<file path="config.mk">
export PLATFORM = sky130hd
export DESIGN_NAME = xlbi_cell
export DESIGN_NICKNAME = d
export VERILOG_FILES = /design/src/sv/xlbi_pkg.sv /design/src/sv/xlbi_cell.sv
export SDC_FILE = /design/constraint.sdc
export NUM_CORES = 1
export LEC_CHECK = 0
export ABC_AREA = 1
export BUFFER_PORTS_ARGS = -buffer_cell sky130_fd_sc_hd__buf_2
export CORE_MARGIN = 3
export CORE_UTILIZATION = 47
export DETAILED_ROUTE_END_ITERATION = 12
export PLACE_DENSITY_LB_ADDON = 0.12
export SETUP_SLACK_MARGIN = 0.15
export SYNTH_ARGS = -nofsm -noshare
export SYNTH_HDL_FRONTEND = slang
export SYNTH_SLANG_ARGS = --single-unit
</file>
<file path="constraint.sdc">
create_clock -name clk -period 1.2 [get_ports clk]
set_input_delay 0.18 -clock clk [delete_from_list [all_inputs] [get_ports clk]]
set_output_delay 0.18 -clock clk [all_outputs]
set_load 0.005 [all_outputs]
</file>
<file path="src/sv/xlbi_pkg.sv">
package xlbi_pkg;

    // fixed field widths of the item and result
    localparam int VALUE_W   = 40;
    localparam int PIVOT_W   = 6;
    localparam int RANK_W    = 6;
    localparam int SUM_W     = 46;

    // default word width of the basis
    localparam int WORD_BITS_DEF = 40;

    // command codes
    localparam logic CMD_INSERT = 1'b0;
    localparam logic CMD_CLEAR  = 1'b1;

    typedef struct packed {
        logic               cmd;
        logic [VALUE_W-1:0] value;
    } req_t;

    typedef struct packed {
        logic               accepted;
        logic [PIVOT_W-1:0] pivot_bit;
        logic [RANK_W-1:0]  rank;
        logic [SUM_W-1:0]   weight_sum;
    } res_t;

    // control that travels along the chain with the partly reduced word
    typedef struct packed {
        logic               valid;
        logic               placed;
        logic [PIVOT_W-1:0] pivot;
    } token_t;

endpackage

</file>
<file path="src/sv/xlbi_cell.sv">
module xlbi_cell
    import xlbi_pkg::*;
#(
    parameter int WORD_BITS = WORD_BITS_DEF,
    parameter int CELL_IDX  = 0
)
(
    input  logic                 clk,
    input  logic                 rst_n,
    input  logic                 clear,
    input  token_t               in_ctl,
    input  logic [WORD_BITS-1:0] in_work,
    output token_t               out_ctl,
    output logic [WORD_BITS-1:0] out_work
);

    logic [WORD_BITS-1:0] row_reg;
    logic [WORD_BITS-1:0] row_next;
    token_t               ctl_reg;
    token_t               ctl_next;
    logic [WORD_BITS-1:0] work_reg;
    logic [WORD_BITS-1:0] work_next;
    logic                 hit;
    logic                 empty;

    // this cell owns the pivot bit CELL_IDX
    assign hit   = in_ctl.valid & ~in_ctl.placed & in_work[CELL_IDX];
    assign empty = (row_reg == '0);

    always_comb
    begin
        row_next  = row_reg;
        ctl_next  = in_ctl;
        work_next = in_work;
        if (clear)
        begin
            row_next = '0;
        end
        else if (hit && empty)
        begin
            row_next        = in_work;
            ctl_next.placed = 1'b1;
            ctl_next.pivot  = PIVOT_W'(CELL_IDX);
        end
        else if (hit)
        begin
            work_next = in_work ^ row_reg;
        end
    end

    always_ff @(posedge clk or negedge rst_n)
    begin
        if (!rst_n)
        begin
            row_reg  <= '0;
            ctl_reg  <= '0;
            work_reg <= '0;
        end
        else
        begin
            row_reg  <= row_next;
            ctl_reg  <= ctl_next;
            work_reg <= work_next;
        end
    end

    assign out_ctl  = ctl_reg;
    assign out_work = work_reg;

endmodule

</file>
==> flow_metrics.tcl, run 1 <==
set metrics [dict create \
    vias 2909 \
    synth_top_area_cell "dfrtp_1" \
    routed_via_density 4.906 \
    synthTopCellsByCount "99 x nand2_1, 88 x dfrtp_1, 60 x nor2_1" \
    cp-start-kind "register" \
    crit_path_end_kind "register" \
    rsz0062_at_grt "yes" \
    synth_top_family_by_area "simple AND/OR/NAND/NOR gates" \
    antennaDiodeCount 0 \
    ys.flop_type "dfrtp_1" \
    synth_warnings 0 \
    cpPeakStageDelay_ns 0.40 \
    design.core.area_mm2 0.007370 \
    synth_edf_count 0 \
    cts_tree "done" \
    criticalPathCategory "reg -> reg" \
    path_clk_slew_ns 0.08 \
    yosysSeqAreaShare_pct 61.01 \
    grt_pass1_wl_um 13560 \
    dieArea_mm2 0.008768 \
    netlist_instances 369 \
    cts_root_buf "clkbuf_8" \
    path_cells "nor2_2, nand2_2, nor2_2, nand2_2, nor2_4, buf_12, buf_6, nand4_1, nand2_1" \
    required_ns 1.48 \
    die_height_um 93.64 \
    start_util_pct 48.98 \
    clock_sinks 88 \
    met3_usage_pct 3.942 \
    drc 0 \
    fillers 639 \
    ios 99 \
    arrival_ns 1.71 \
    overflow 0 \
    antenna_left 0 \
    port_buffers 98 \
    grt_pass1_vias 2921 \
    worstPathMaxFanout 11 \
    p_leak_nw 2.578 \
    finalHoldViolations 0 \
    met2_usage_pct 32.58 \
    cpLargestDelayFamily "simple AND/OR/NAND/NOR gates" \
    dp_hpwl_um 5824 \
    setup_viol 47 \
    synth_cell_types 18 \
    fp-row-count 31 \
    synth_nets 420 \
    chipWidth_um 93.64 \
    crit_buf_inv 2 \
    violations "setup timing" \
    synth_most_common_cell "nand2_1" \
    drt_wl_total_um 8423 \
    power_density_mw_per_mm2 2948 \
    maxCapViolations 0 \
    status "finished, violations left" \
    hp-class "in -> reg" \
    finish.utilization_pct 64.40 \
    finalPower_w 0.01399 \
    yosys.area_share.xor_xnor_pct 9.463 \
    synth_compound_area_share_pct 0.2080 \
    worst_slew_pin_slew_ns 0.3789 \
    slew_headroom_pct 74.74 \
    fin_nets 540 \
    synthTopCellsByArea "dfrtp_1 61%, nand2_1 10%, xor2_1 9.5%, nand4_1 6.9%, nor2_1 6.2%" \
    synth_fa_ha_area_share_pct 0 \
    antenna_found_initial 1 \
    vdd_drop_max_v 0.001925 \
    synthToLayoutAreaGrowth_pct 31.47 \
    drv_slew 0 \
    clk_latency_ns 0.35 \
    synthSimpleGateAreaFrac_pct 24.71 \
    layout_setup_ws_ns -0.2285 \
    drive_gt1_share_pct 31.58 \
    dr.first_iter.drc_count 70 \
    critical_path.slowest_cell "dfrtp_1" \
    yosys-mux-area-fraction_pct 0 \
    grt_start_max_net_pins 27 \
    busiest_layer "met2" \
    ys_ff_latch 88 \
    finalCritPeriodShare_pct 119.0 \
    synth_area_mm2 0.003610 \
    grt_use_total_pct 19.79 \
    avgSynthCellArea_um2 9.782 \
    clock_path_buffers 2 \
    htreeDepth 3 \
    first_pass_iters 4 \
    fin_crit_ns 1.429 \
    wl_per_cell_um 14.20 \
    skew_ns 0.008563 \
    routabilityCongestion 0.7448 \
    cts_buffers 9 \
    use_met1_pct 25.38 \
    synthArstFlopShare_pct 100.0 \
    fmax_ghz 0.7000 \
    synth_top_area_share_pct 61.01 \
]
## cell families (layout without fill, tap and decap cells)
group                     after synthesis  in the layout
buffers and inverters                  36            161
xor gates and xnor gates               39             39
and+or+nand+nor                       205            205
AOI/OAI and AO/OA                       1              1
DFF                                    88             88
## metal layers
layer  vias up  part of all wire [%]  wire [µm]
met5         -                  0.13         11
met4         2                   2.0        172
met3        15                   6.2        526
met2        95                    50       4251
met1      1383                    41       3461
li1       1414                     -          -
## cell type report
type                       count  area (µm²)  share of cell area (%)
tap                           99       123.9                   2.610
clock inverter                 5       78.83                   1.661
timing repair buffer         129       848.3                   17.88
clock buffer                  11       151.4                   3.190
inverter                      16       60.06                   1.265
multi-input combinational    245        1281                   27.00
sequential                    88        2202                   46.40
## per-stage QoR
stage               cell area (µm²)  setup slack [ns]  hold slack, ns  cells  TNS, ns
finish                         4746           -0.2285         0.01638    593   -9.093
global route                   4746           -0.3414        0.007035    593   -14.30
CTS                            4643           -0.2541        0.002498    588   -10.48
detailed placement             4393           -0.1991          0.1236    570   -7.804
global placement               4393           -0.1875          0.1185    570   -7.088
floorplan                      3627          -0.03008         -0.1156    369  -0.3008
## placed cells by master, fill, tap and decap left out, types with 3 or more instances in the layout
master	n
buf_12	7
buf_2	97
buf_4	16
buf_6	6
clkbuf_8	11
dfrtp_1	88
inv_1	14
nand2_1	97
nand4_1	40
nor2_1	55
nor2_2	4
nor2_4	3
xor2_1	39
## worst min-delay path, stage by stage
cell,delay (ns)
buf_2,0.07
nand2_1,0.04
inv_1,0.04
## worst paths after layout
check                               end  slack, ns         from  depth (start not counted)
setup / recovery            row_reg[12]      -0.23  row_reg[23]                          9
hold / removal               out_ctl[4]       0.02    in_ctl[4]                          3
setup reg to reg            row_reg[12]      -0.23  row_reg[23]                          9
hold reg to reg             row_reg[28]       0.51  row_reg[28]                          2
max in group asynchronous  out_work[32]       0.44        rst_n                          3
min in group asynchronous   out_work[2]       0.29        rst_n                          2
## where the power goes
part / internal [W] / total, W / switching, W
clock network: 0.00128 / 0.00229 / 0.00101
registers: 0.00342 / 0.00365 / 0.000225
logic: 0.00345 / 0.00805 / 0.00460
total: 0.00815 / 0.0140 / 0.00584
## what timing repair did
action,in CTS,in global routing
pin swaps,0,7
setup buffers,0,3
resized for setup,0,17
setup endpoints to repair,50,60
cloned,0,2
endpoints found under the hold margin,21,0
hold buffers,2,0
No activity file was read; power rests on OpenSTA's default activity.
==> inputs of run 2 (changes only) <==
--- a/config.mk
+++ b/config.mk
@@ -7,6 +7,7 @@
 export LEC_CHECK = 0
 export ABC_AREA = 1
 export BUFFER_PORTS_ARGS = -buffer_cell sky130_fd_sc_hd__buf_2
+export CORE_ASPECT_RATIO = 0.75
 export CORE_MARGIN = 3
 export CORE_UTILIZATION = 47
 export DETAILED_ROUTE_END_ITERATION = 12
==> flow_metrics.tcl, run 2 (synthesis gave the netlist of run 1 again) <==
set metrics [dict create \
    fp-row-count 27 \
    slew_headroom_pct 83.10 \
    grt_pass1_vias 2824 \
    synthToLayoutAreaGrowth_pct 35.91 \
    drv_slew 0 \
    drt_wl_total_um 8137 \
    design.core.area_mm2 0.007398 \
    skew_ns 0.008857 \
    criticalPathCategory "reg -> reg" \
    dieArea_mm2 0.008779 \
    ios 99 \
    cp-start-kind "register" \
    fmax_ghz 0.7031 \
    met2_usage_pct 31.84 \
    worst_slew_pin_slew_ns 0.2535 \
    wl_per_cell_um 13.23 \
    setup_viol 47 \
    final_cell_mix "97 x buf_2, 96 x nand2_1, 88 x dfrtp_1" \
    fin_nets 560 \
    hold-worst-slack_ns 0.01118 \
    grt_pass1_wl_um 13570 \
    vias 2946 \
    dp_cells 575 \
    path_clk_slew_ns 0.08 \
    hp-class "in -> reg" \
    use_met1_pct 26.96 \
    holdPathStages 3 \
    drc 0 \
    fillers 617 \
    clk_latency_ns 0.36 \
    finalNonFillerCells 615 \
    finalPower_w 0.01372 \
    fin_crit_ns 1.422 \
    fin_tns_setup_ns -9.009 \
    post-place-ws_ns -0.2024 \
    antenna_found_initial 0 \
    reg2reg_depth 9 \
    cts_root_buf "clkbuf_8" \
    routabilityCongestion 0.7566 \
    p_leak_nw 2.638 \
    routed_via_density 4.790 \
    maxCapViolations 0 \
    met3_usage_pct 5.420 \
    busiest_layer "met2" \
    dp_hpwl_um 5531 \
    required_ns 1.46 \
    rsz0062_at_grt "yes" \
    antennaDiodeCount 0 \
    start_util_pct 48.79 \
    crit_path_end_kind "register" \
    overflow 0 \
    die_height_um 81.90 \
    grt_start_max_net_pins 34 \
    worstPathMaxFanout 8 \
    vdd_drop_max_v 0.002188 \
    power_density_mw_per_mm2 2796 \
    status "finished, violations left" \
    clock_path_buffers 2 \
    layout_commonest_cell "buf_2" \
    finalHoldViolations 0 \
    cts_tree "done" \
    violations "setup timing" \
    first_pass_iters 4 \
    antenna_left 0 \
    clock_sinks 88 \
    cts_buffers 9 \
    chipWidth_um 107.2 \
    finalCritPeriodShare_pct 118.5 \
    htreeDepth 3 \
    port_buffers 98 \
    arrival_ns 1.68 \
    grt_use_total_pct 20.06 \
    layout_setup_ws_ns -0.2222 \
    drive_gt1_share_pct 30.54 \
    dr.first_iter.drc_count 108 \
]
-- run 2: cell types whose count changed in the layout (fill, tap and decap cells not counted), moves of 2 or more --
cell / previous run / this run
buf_12: 7 / 5
buf_4: 16 / 19
dlygate4sd3_1: 2 / 21
inv_2: 2 / 4
nor2_2: 4 / 1
nor2_1: 55 / 58
inv_1: 14 / 12
-- run 2: what timing repair did --
item                                    CTS  global route
cloned                                    1             0
endpoints found under the setup margin   57            93
buffers inserted                          1             1
hold buffers                             20             1
pin swaps                                 4             3
hold endpoints to repair                107             1
gates resized for setup                   9             8
-- run 2: stage by stage --
stage	utilization, %	cell area, µm²
floorplan	-	3627
global placement	59.38	4393
detailed placement	59.38	4393
CTS	65.84	4871
global route	66.31	4906
finish	66.31	4906
-- run 2: worst max-delay path, stage by stage, from the launching register on --
cell and delay, ns:
dfrtp_1 0.39, nor2_1 0.12, nand2_1 0.08, nor2_2 0.14, nand2_2 0.08, nor2_4 0.12
buf_12 0.14, nand3_4 0.12, nand2_1 0.10, inv_1 0.04
-- run 2: final cells by class --
type,count,area (µm²),area share (%)
Sequential cell,88,2202,44.89
Multi-Input combinational cell,245,1276,26.01
Timing Repair Buffer,149,1025,20.89
Clock buffer,12,165.2,3.366
Tap cell,101,126.4,2.576
Inverter,16,60.06,1.224
Clock inverter,4,51.30,1.046
-- run 2: routing by layer --
metal  share of wire [%]  routed length, µm  up-vias
met5                   0                  0        -
met1                  45               3685     1391
met4                 1.2                 96        0
li1                    -                  -     1454
met2                  47               3805       92
met3                 6.8                550        9
-- run 2: report_power, final --
part / switching [W] / leakage (nW) / internal (W) / total (W)
Clock: 0.00103 / 0.109 / 0.00113 / 0.00216
Sequential: 0.000210 / 1.11 / 0.00342 / 0.00363
Combinational: 0.00447 / 1.41 / 0.00346 / 0.00793
-- run 2: final timing paths --
check / startpoint / endpoint / slack [ns]
hold / removal: in_ctl[5] / out_ctl[5] / 0.01
setup reg to reg: row_reg[16] / out_ctl[2] / -0.22
setup / recovery: row_reg[16] / out_ctl[2] / -0.22
max in group asynchronous: rst_n / row_reg[15] / 0.50
hold reg to reg: row_reg[34] / row_reg[34] / 0.51
min in group asynchronous: rst_n / out_work[3] / 0.22
